## config.mk

```make
export PLATFORM = sky130hd
export DESIGN_NAME = mp3_vbr_header_scanner
export DESIGN_NICKNAME = d
export VERILOG_FILES = /design/src/design/mp3vbr_pkg.sv /design/src/design/mp3vbr_scan_core.sv /design/src/design/mp3_vbr_header_scanner.sv
export SDC_FILE = /design/constraint.sdc
export NUM_CORES = 1
export LEC_CHECK = 0
export ABC_AREA = 1
export BUFFER_PORTS_ARGS = -buffer_cell sky130_fd_sc_hd__clkbuf_2
export CAP_MARGIN = 5
export CORE_MARGIN = 2
export CORE_UTILIZATION = 48
export CTS_CLUSTER_DIAMETER = 80
export DETAILED_ROUTE_END_ITERATION = 10
export HOLD_SLACK_MARGIN = 0.06
export PLACE_DENSITY_LB_ADDON = 0.3
export SYNTH_ARGS = -nofsm -noshare
export SYNTH_HDL_FRONTEND = slang
export SYNTH_SLANG_ARGS = --single-unit
```

## constraint.sdc

```tcl
create_clock -name clock -period 10.05 [get_ports clock]
set_clock_uncertainty 0.05 [all_clocks]
set_input_delay 1.5075 -clock clock [delete_from_list [all_inputs] [get_ports clock]]
set_output_delay 1.5075 -clock clock [all_outputs]
set_load 0.1 [all_outputs]
```

## src/design/mp3vbr_pkg.sv

```systemverilog
// types and constants of the mp3 vbr header scanner
`timescale 1ns / 1ps

package mp3vbr_pkg;

   // sliding byte window
   localparam int WINDOW_BYTES = 19;
   localparam int NEWEST       = WINDOW_BYTES - 1;

   // scan window register reset
   localparam logic [15:0] SCAN_WINDOW_RESET = 16'd1900;

   // offsets and limits
   localparam logic [28:0] OFFSET_MAX       = '1;
   localparam logic [28:0] ID3_LAST_OFFSET  = 29'd9;
   localparam logic [28:0] ID3_HEADER_BYTES = 29'd10;
   localparam logic [28:0] AUDIO_START_MAX  = 29'd268435465;
   localparam logic [29:0] SIG_SPAN         = 30'd12;
   localparam logic [2:0]  VBRI_COUNT_WAIT  = 3'd6;

   // signature byte strings
   localparam logic [23:0] SIG_ID3  = 24'h494433;
   localparam logic [31:0] SIG_XING = 32'h58696E67;
   localparam logic [31:0] SIG_INFO = 32'h496E666F;
   localparam logic [31:0] SIG_VBRI = 32'h56425249;

   // header kinds as reported on the result word
   typedef enum logic [1:0] {
      KIND_NONE = 2'd0,
      KIND_XING = 2'd1,
      KIND_INFO = 2'd2,
      KIND_VBRI = 2'd3
   } kind_type;

   // one result word
   typedef struct packed {
      logic [28:0] audio_start;
      logic [31:0] frame_count;
      logic        is_vbr;
      kind_type    header_kind;
   } result_type;

endpackage

```

## src/design/mp3vbr_scan_core.sv

```systemverilog
// byte window, id3 skip and signature search of the vbr header scanner
`timescale 1ns / 1ps

module mp3vbr_scan_core (
   input  logic                   clock,
   input  logic                   reset,
   input  logic                   in_valid,
   input  logic [7:0]             data_byte,
   input  logic                   last_byte,
   input  logic [15:0]            scan_window,
   output logic                   res_valid,
   output mp3vbr_pkg::result_type res
);

   typedef enum logic [1:0] {
      PH_HEADER,
      PH_SCAN,
      PH_VBRI,
      PH_DONE
   } phase_type;

   phase_type   phase_ff, phase_in;
   logic [28:0] offset_ff, offset_in;
   logic [28:0] start_ff, start_in, start_upd;
   logic [2:0]  wait_ff, wait_in, wait_dec;
   logic [7:0]  win_ff [mp3vbr_pkg::WINDOW_BYTES];
   logic [7:0]  win_in [mp3vbr_pkg::WINDOW_BYTES];

   logic [29:0] offset_w, limit, cand_lo;
   logic        in_range, below_limit, is_id3, is_xing, is_info, is_vbri, emit;
   logic [27:0] tag_size;
   logic [31:0] count_word;

   // shift the new byte into the newest place of the window
   always_comb begin
      for (int k = 0; k < mp3vbr_pkg::NEWEST; k++) begin
         win_in[k] = win_ff[k + 1];
      end
      win_in[mp3vbr_pkg::NEWEST] = data_byte;
   end

   // window compares and offset bounds
   always_comb begin
      offset_w    = {1'b0, offset_ff};
      limit       = {1'b0, start_ff} + {14'd0, scan_window};
      cand_lo     = {1'b0, start_ff} + mp3vbr_pkg::SIG_SPAN;
      in_range    = (offset_w >= cand_lo) && (offset_w < limit);
      below_limit = offset_w < limit;
      is_id3      = {win_in[9], win_in[10], win_in[11]} == mp3vbr_pkg::SIG_ID3;
      tag_size    = {win_in[15][6:0], win_in[16][6:0], win_in[17][6:0], win_in[18][6:0]};
      is_xing     = {win_in[6], win_in[7], win_in[8], win_in[9]} == mp3vbr_pkg::SIG_XING;
      is_info     = {win_in[6], win_in[7], win_in[8], win_in[9]} == mp3vbr_pkg::SIG_INFO;
      is_vbri     = {win_in[6], win_in[7], win_in[8], win_in[9]} == mp3vbr_pkg::SIG_VBRI;
      count_word  = {win_in[14], win_in[15], win_in[16], win_in[17]};
   end

   // next state and result for the accepted byte
   always_comb begin
      offset_in = (offset_ff == mp3vbr_pkg::OFFSET_MAX) ? offset_ff : offset_ff + 29'd1;
      start_upd = start_ff;
      phase_in  = phase_ff;
      wait_in   = wait_ff;
      wait_dec  = (wait_ff != 3'd0) ? wait_ff - 3'd1 : wait_ff;
      emit      = 1'b0;
      res.header_kind = mp3vbr_pkg::KIND_NONE;
      res.frame_count = '0;

      case (phase_ff)
         PH_HEADER: begin
            // bytes 0 to 9 are in place: work out where the audio starts
            if (offset_ff == mp3vbr_pkg::ID3_LAST_OFFSET) begin
               start_upd = is_id3 ? ({1'b0, tag_size} + mp3vbr_pkg::ID3_HEADER_BYTES) : '0;
               phase_in  = PH_SCAN;
            end
         end
         PH_SCAN: begin
            if (in_range) begin
               if (is_xing || is_info) begin
                  emit            = 1'b1;
                  res.header_kind = is_xing ? mp3vbr_pkg::KIND_XING : mp3vbr_pkg::KIND_INFO;
                  res.frame_count = win_in[13][0] ? count_word : '0;
                  phase_in        = PH_DONE;
               end else if (is_vbri) begin
                  phase_in = PH_VBRI;
                  wait_in  = mp3vbr_pkg::VBRI_COUNT_WAIT;
               end
            end
         end
         PH_VBRI: begin
            // vbri count bytes arrive six bytes after the signature test
            wait_in = wait_dec;
            if (wait_dec == 3'd0) begin
               emit            = 1'b1;
               res.header_kind = mp3vbr_pkg::KIND_VBRI;
               res.frame_count = below_limit ? count_word : '0;
               phase_in        = PH_DONE;
            end
         end
         PH_DONE: begin
         end
         default: begin
         end
      endcase

      // end of file flushes any pending result
      if (last_byte && !emit && (phase_in != PH_DONE)) begin
         emit            = 1'b1;
         res.header_kind = (phase_in == PH_VBRI) ? mp3vbr_pkg::KIND_VBRI
                                                 : mp3vbr_pkg::KIND_NONE;
         res.frame_count = '0;
      end

      res.is_vbr      = (res.header_kind == mp3vbr_pkg::KIND_XING) ||
                        (res.header_kind == mp3vbr_pkg::KIND_VBRI);
      res.audio_start = start_upd;
      start_in        = start_upd;

      // the final byte returns the scanner to the start of a file
      if (last_byte) begin
         offset_in = '0;
         start_in  = '0;
         phase_in  = PH_HEADER;
         wait_in   = '0;
      end
   end

   assign res_valid = in_valid && emit;

   // scanner state
   always_ff @(posedge clock) begin
      if (reset) begin
         phase_ff  <= PH_HEADER;
         offset_ff <= '0;
         start_ff  <= '0;
         wait_ff   <= '0;
      end else if (in_valid) begin
         phase_ff  <= phase_in;
         offset_ff <= offset_in;
         start_ff  <= start_in;
         wait_ff   <= wait_in;
      end
   end

   // byte window, only read at places already filled by the current file
   always_ff @(posedge clock) begin
      if (in_valid) begin
         win_ff <= win_in;
      end
   end

endmodule

```

## src/design/mp3_vbr_header_scanner.sv

```systemverilog
// top level of the mp3 vbr header scanner
`timescale 1ns / 1ps

// Takes one file byte per cycle on req_ and returns one result word per file on rsp_.
// Each accepted byte is handled in the same cycle by the window compare and offset
// logic, so a file streams at one byte a cycle unless stalled; a result is registered
// into the output buffer on the byte that completes it (the Xing/Info signature test,
// the sixth byte after the VBRI signature test, or the byte flagged with req_tlast).
// Results sit in a two-word output buffer, and req_tready drops only while both words
// wait to be taken. csr_wdata sets the scan window in bytes after the audio start
// (reset 1900); write it only between files.

module mp3_vbr_header_scanner (
   input  logic        clock,
   input  logic        reset,
   // scan window register
   input  logic        csr_wen,
   input  logic [15:0] csr_wdata,
   // file bytes
   input  logic        req_tvalid,
   output logic        req_tready,
   input  logic [7:0]  req_tdata,   // [7:0] data_byte
   input  logic        req_tlast,   // last_byte
   // results
   output logic        rsp_tvalid,
   input  logic        rsp_tready,
   output logic [63:0] rsp_tdata    // [1:0] header_kind, [2] is_vbr, [34:3] frame_count,
                                    // [63:35] audio_start
);

   logic [15:0]            scan_window_ff;
   logic [1:0]             count_ff, count_in;
   mp3vbr_pkg::result_type slot0_ff, slot0_in, slot1_ff, slot1_in;
   mp3vbr_pkg::result_type core_res;
   logic                   core_valid, accept, push, pop;

   // scan window register
   always_ff @(posedge clock) begin
      if (reset) begin
         scan_window_ff <= mp3vbr_pkg::SCAN_WINDOW_RESET;
      end else if (csr_wen) begin
         scan_window_ff <= csr_wdata;
      end
   end

   assign req_tready = (count_ff != 2'd2);
   assign accept     = req_tvalid && req_tready;

   mp3vbr_scan_core u_core (
      .clock       (clock),
      .reset       (reset),
      .in_valid    (accept),
      .data_byte   (req_tdata),
      .last_byte   (req_tlast),
      .scan_window (scan_window_ff),
      .res_valid   (core_valid),
      .res         (core_res)
   );

   // two-word output buffer, slot0 is the head
   assign push = core_valid;
   assign pop  = (count_ff != 2'd0) && rsp_tready;

   always_comb begin
      slot0_in = slot0_ff;
      slot1_in = slot1_ff;
      count_in = count_ff + {1'b0, push} - {1'b0, pop};
      if (pop) begin
         slot0_in = push ? core_res : slot1_ff;
      end else if (push) begin
         if (count_ff == 2'd0) begin
            slot0_in = core_res;
         end else begin
            slot1_in = core_res;
         end
      end
   end

   always_ff @(posedge clock) begin
      if (reset) begin
         count_ff <= '0;
      end else begin
         count_ff <= count_in;
      end
   end

   always_ff @(posedge clock) begin
      slot0_ff <= slot0_in;
      slot1_ff <= slot1_in;
   end

   assign rsp_tvalid = (count_ff != 2'd0);
   assign rsp_tdata  = slot0_ff;

endmodule

```

==> results of run 1 <==
## path summary, 6_finish.rpt
kind	from	depth (start not counted)	to	slack, ps
setup / recovery	u_core.start_ff[0]$_SDFFE_PP0P_	44	count_ff[1]$_SDFF_PP0_	3210
hold / removal	u_core.win_ff[39]$_DFFE_PP_	0	u_core.win_ff[47]$_DFFE_PP_	360
hold reg to reg	u_core.win_ff[39]$_DFFE_PP_	0	u_core.win_ff[47]$_DFFE_PP_	360
setup reg to reg	u_core.start_ff[0]$_SDFFE_PP0P_	44	count_ff[1]$_SDFF_PP0_	3210
## per-stage QoR
step	util (%)	worst slack [ps]
floorplan	-	855.9
global placement	50.97	3602
detailed placement	50.97	3356
CTS	54.25	3300
global route	54.25	2603
finish	54.25	3209
## power by group through the flow
stage / Combinational, mW / Sequential [mW] / Clock [mW]
3_5_place_dp: 1.31 / 1.82 / 0
4_1_cts: 1.31 / 1.79 / 1.24
6_report: 1.30 / 1.79 / 1.22
3_3_place_gp: 1.30 / 1.82 / 0
2_1_floorplan: 0.355 / 2.54 / 0
5_1_grt: 1.37 / 1.82 / 1.29
## state kept, by name, indices dropped and copies added, names as in the netlist
name               count
count_ff               2
rsp_tdata             64
scan_window_ff        16
slot1_ff              64
u_core.count_word     32
u_core.offset_ff      29
u_core.phase_ff        2
u_core.start_ff       29
u_core.wait_ff         3
u_core.win_ff         64
## cells in the mapped netlist, types with 4 or more instances
library cell	n	area (um^2)
xor2_1	48	420.4
a211oi_1	5	37.54
xnor2_1	12	105.1
dfxtp_1	81	1622
o22ai_1	10	62.56
ha_1	85	1064
nand3_1	92	460.4
nor2_1	131	491.7
o21ai_0	56	280.3
nor4_1	17	106.4
nand3_2	32	320.3
nor3_1	72	360.4
nand2_1	439	1648
nand2_2	4	25.02
buf_1	4	15.01
nor3b_1	18	135.1
edfxtp_1	224	6726
o21bai_1	4	30.03
inv_1	200	750.7
a21oi_1	108	540.5
nand4_1	48	300.3
clkbuf_1	23	86.33
buf_2	17	85.08
a31oi_1	5	31.28
## placed cells by master (no fill, tap or decap), drive strengths merged, types with 9 or more instances in the layout
cell / synthesis / final
nor2: 135 / 135
edfxtp: 224 / 224
nor3: 73 / 73
nand3: 124 / 124
nand2: 445 / 445
inv: 202 / 205
nand4: 48 / 48
a21oi: 110 / 110
o21ai: 59 / 59
o22ai: 10 / 10
buf: 27 / 9
clkinv: 3 / 18
nor3b: 18 / 18
dfxtp: 81 / 81
clkbuf: 23 / 136
xnor2: 12 / 12
ha: 85 / 85
xor2: 48 / 48
nor4: 17 / 17
## worst max-delay path: cells and delay by family (launching register included)
family                     cells  cell delay [ps]
and+or+nand+nor               25             2210
xor gates and xnor gates       2              350
DFF                            1              400
AOI/OAI and AO/OA              8             1630
adders and majority gates      5             1230
buffers and inverters          4              810
## final cells by class
type,instances,area [um^2],area share (%)
clock inverters,22,196.4,1.085
clock buffers,41,898.4,4.963
multi-input cells,1227,6783,37.47
well taps,448,560.5,3.097
repair buffers,104,543.0,3.000
inverters,205,772.0,4.265
flip-flops and latches,305,8348,46.12
## layer usage
layer | share of wire [%] | wire length, um | vias to the layer above | global-route usage (%)
li1 | - | - | 6295 | -
met5 | 0 | 0 | - | 0
met2 | 48 | 19910 | 480 | 39.42
met3 | 6.8 | 2837 | 87 | 3.865
met4 | 3.1 | 1296 | 0 | 8.147
met1 | 42 | 17400 | 6056 | 30.76
## logic make-up after synthesis
family                   count (synthesis)
adder cells (fa/ha/maj)                 86
flip-flops                             305
AND/OR/NAND/NOR                        869
XOR/XNOR                                60
buffers and inverters                  255
AO/OA/AOI/OAI                          212
==> summary.md, run 1 <==
| Metric | Value |
|---|---|
| Final hold violations | 0 |
| Outcome | completed |
| Worst hold slack | 364.2 ps |
| First-pass GRT wire length | 65890 um |
| DR pass1 iterations | 5 |
| Number of global-route vias before repair | 12377 |
| Post-route ant nets | 0 |
| Rel. slew slack | 21.49% |
| Fin crit period | 6841 ps |
| CTS tree | yes |
| Initial antenna violation count | 0 |
| RD Place Congestion | 0.9628 |
| Post-synth EDFFs | 224 |
| Gr usage total | 23.43% |
| Synth warn | 0 |
| Layout area overhead | 12.03% |
| Largest net degree at the start of global routing | 66 |
| Detailed-route vias per instance | 5.492 |
| Cell internal pwr | 2.523 mW |
| Worst-path clk slew | 60 ps |
| Power, Total | 4.321 mW |
| Critical path arrival | 7230 ps |
| Final #Nets | 1994 |
| Max-slew violation count | 0 |
| Drc violations | 0 |
| WL/cell | 17.62 um |
| WP data required | 10440 ps |
| Final period util | 68.07% |
| Post-CTS Resized | 0 |
| Mux cell area share after synthesis | 0% |
| Bufs on Longest Clock Path | 3 |
| Die ar. | 35150 um^2 |
| Synthesized cell area | 16160 um^2 |
| Cell variety after synth | 52 |
| Post-DP Area | 17010 um^2 |
| Syn Nets | 1903 |
| Final setup fails | 0 |
| Clock power share | 28.3% |
| # clock sinks | 305 |
| Critical Path Max Stage Delay | 570 ps |
| Synth Register Bits | 305 |
| F_max | 146.2 MHz |
| Total Routed Length | 41450 um |
| Worst skew pair latency | 530 ps |
| MaxCap Viol Count | 0 |
| Register share of total power | 41.5% |
| RSZ-0062 raised after global routing | no |
| Row cnt | 67 |
| Grt ovf | 0 |
| DPL Wire Length | 30130 um |
| Logic pwr share | 30.2% |
| Fin cells | 2352 |
| Post-synthesis simple-gate area fraction | 24.60% |
| Largest family of logic cells by synthesized area | simple AND/OR/NAND/NOR gates |
| HP Class | flop to flop |
| Fill cells | 3011 |
| Setup bufs post-CTS | 0 |
| Crit path kind | flop to flop |
| Leakage | 7.309 nW |
| PD cells | 238.7 nW/um^2 |
| Share of cells above drive strength 1 | 11.03% |
| Initial drt markers | 1018 |
| IO buf count | 95 |
| TritonCTS Buffers | 35 |
| Adder-Cell Fraction of Synth Area | 6.706% |
| Worst-Margin Slew | 1178 ps |
| Die Y | 187.5 um |
| Most frequent CP cell | nand2_1 |
| Crit Path Max Fanout | 50 |
| H-Tree Depth | 2 |
| Via count | 12918 |
| I/O pin total | 96 |
| Synth Flop Type | edfxtp_1 |
| Critical path capture point type | flop |
| Max VDD drop | 0.0002305 V |
| Die X | 187.5 um |
| Initial Util | 48.43% |
| CP Launch Type | flop |
| Synth async-reset ratio | 0% |
| Placed cells | 2289 |
| Mapped Cells | 1787 |
| Switch share | 41.60% |
| Antenna Cells | 0 |
| Root Buffer | clkbuf_16 |
| Average cell area after synthesis | 9.042 um^2 |
| XOR/XNOR share of the synthesized area | 3.252% |
| Core area | 33360 um^2 |
| P_sw | 1.797 mW |
| Setup tns final | 0 ps |
| Cts hold-fix bufs | 0 |
| Final instance area | 18100 um^2 |
| Synth Area in Compound Gates | 7.302% |
| Seq/Total Area, Yosys | 51.66% |
| Slowest CP cell | buf_4 |
(Power assumes the default switching activity.)
==> inputs of run 2 (changes only) <==
clock period = 6.4 ns   (was 10.05 ns; I/O delays follow)
==> run 2 against run 1 <==
Routed wire length is 1.2% higher. Cell count is 0.26% higher. Sequential cell count stayed put. Largest cell class unchanged.
==> summary.md, run 2 (synthesis results as in run 1) <==
| Metric | Value |
|---|---|
| CTS tree | yes |
| IO buf count | 95 |
| Share of cells above drive strength 1 | 11.41% |
| Cell internal pwr | 4.105 mW |
| Grt ovf | 0 |
| Final period util | 88.68% |
| Switch share | 40.86% |
| Setup bufs post-CTS | 0 |
| Die ar. | 35150 um^2 |
| Post-DP Area | 17110 um^2 |
| WP data required | 6810 ps |
| Reg2reg start | u_core.start_ff[0]$_SDFFE_PP0P_ |
| Via count | 12876 |
| Initial drt markers | 890 |
| Largest net degree at the start of global routing | 67 |
| Worst R2R Path Depth | 44 |
| Drc violations | 0 |
| Critical path capture point type | flop |
| Final setup fails | 0 |
| Leakage | 7.392 nW |
| Total Routed Length | 41920 um |
| Post-Place Setup Slack | 605.1 ps |
| PD cells | 379.5 nW/um^2 |
| DR pass1 iterations | 5 |
| HP Class | flop to flop |
| First-pass GRT wire length | 66700 um |
| Die Y | 187.5 um |
| Final #Nets | 2000 |
| Layout area overhead | 13.18% |
| Initial antenna violation count | 0 |
| Final instance area | 18290 um^2 |
| DPL Wire Length | 30690 um |
| Gr usage total | 23.94% |
| RSZ-0062 raised after global routing | no |
| Rel. slew slack | 32.05% |
| R2r endpoint | count_ff[1]$_SDFF_PP0_ |
| Worst-path clk slew | 60 ps |
| Row cnt | 67 |
| Number of global-route vias before repair | 12593 |
| Post-CTS Resized | 0 |
| Antenna Cells | 0 |
| Root Buffer | clkbuf_16 |
| Fill cells | 3041 |
| P_sw | 2.836 mW |
| Fin cells | 2358 |
| Worst skew pair latency | 540 ps |
| Worst path bufs/invs | 4 |
| Final setup margin | 724.4 ps |
| Worst-Margin Slew | 1018 ps |
| Detailed-route vias per instance | 5.461 |
| R2r setup slk | 720 ps |
| Critical path depth | 44 |
| Max VDD drop | 0.0002900 V |
| Post-route ant nets | 0 |
| Crit path kind | flop to flop |
| Clock power share | 29.3% |
| WL/cell | 17.78 um |
| I/O pin total | 96 |
| Bufs on Longest Clock Path | 3 |
| Outcome | completed |
| TritonCTS Buffers | 35 |
| Slowest CP cell | dfxtp_1 |
| Cts hold-fix bufs | 0 |
| # clock sinks | 305 |
| Max-slew violation count | 0 |
| Critical Path Max Stage Delay | 400 ps |
| CP Launch Type | flop |
| Critical path arrival | 6090 ps |
| RD Place Congestion | 0.9619 |
| Placed cells | 2295 |
| Core area | 33360 um^2 |
| Crit Path Max Fanout | 13 |
| Crit path to | count_ff[1]$_SDFF_PP0_ |
| Die X | 187.5 um |
| Logic pwr share | 30.2% |
| Largest delay contributor family on the critical path | simple AND/OR/NAND/NOR gates |
| Most frequent cells in the layout | 439 x nand2_1, 224 x edfxtp_1, 198 x inv_1, 130 x nor2_1, 108 x a21oi_1 |
| Final hold violations | 0 |
| Critical Path Source | u_core.start_ff[0]$_SDFFE_PP0P_ |
| H-Tree Depth | 2 |
| Setup tns final | 0 ps |
| Initial Util | 48.43% |
| Fin crit period | 5676 ps |
| Commonest non-fill, non-tap cell in the layout | nand2_1 |
| F_max | 176.2 MHz |
| Most frequent CP cell | nand2_1 |
| Register share of total power | 40.4% |
| MaxCap Viol Count | 0 |
## run 2: how the worst min path moves through the flow
| stage | from | endpoint | slack [ps] | cells after the start |
|---|---|---|---|---|
| 5_1_grt | u_core.win_ff[37]$_DFFE_PP_ | u_core.win_ff[45]$_DFFE_PP_ | 370 | 0 |
| 3_3_place_gp | u_core.win_ff[34]$_DFFE_PP_ | u_core.win_ff[42]$_DFFE_PP_ | 350 | 0 |
| 3_5_place_dp | u_core.win_ff[43]$_DFFE_PP_ | u_core.win_ff[51]$_DFFE_PP_ | 350 | 0 |
| 2_1_floorplan | u_core.win_ff[33]$_DFFE_PP_ | u_core.win_ff[41]$_DFFE_PP_ | 350 | 0 |
| 4_1_cts | u_core.win_ff[43]$_DFFE_PP_ | u_core.win_ff[51]$_DFFE_PP_ | 370 | 0 |
| 6_report | u_core.win_ff[43]$_DFFE_PP_ | u_core.win_ff[51]$_DFFE_PP_ | 370 | 0 |
## run 2: through the flow
step / hold WS (ps) / util (%) / power [mW]
floorplan: 350.3 / - / 4.520
global placement: 352.8 / 51.28 / 4.933
global route: 373.6 / 54.81 / 7.179
finish: 367.3 / 54.81 / 6.941
detailed placement: 354.5 / 51.28 / 4.951
CTS: 368.1 / 54.77 / 6.985
## run 2: routing by layer
| metal | global-route usage, % | part of all wire, % |
|---|---|---|
| met5 | 0 | 0 |
| met4 | 9.540 | 3.5 |
| met3 | 3.621 | 5.8 |
| met2 | 39.49 | 47 |
| met1 | 31.82 | 43 |
## run 2: final cells by class
class,instances,area (um^2),area share (%)
multi-input cells,1227,6802,37.19
inverters,205,772.0,4.221
well taps,448,560.5,3.065
repair buffers,110,638.1,3.489
clock inverters,18,224.0,1.225
flip-flops and latches,305,8348,45.65
clock buffers,45,943.4,5.159
## run 2: power by group through the flow
| stage | clock network [mW] | registers, mW | logic, mW |
|---|---|---|---|
| after detailed placement | 0 | 2.85 | 2.10 |
| after global routing | 2.14 | 2.84 | 2.19 |
| after global placement | 0 | 2.84 | 2.09 |
| after floorplan | 0 | 3.96 | 0.563 |
| final | 2.04 | 2.81 | 2.10 |
| after CTS | 2.07 | 2.81 | 2.10 |
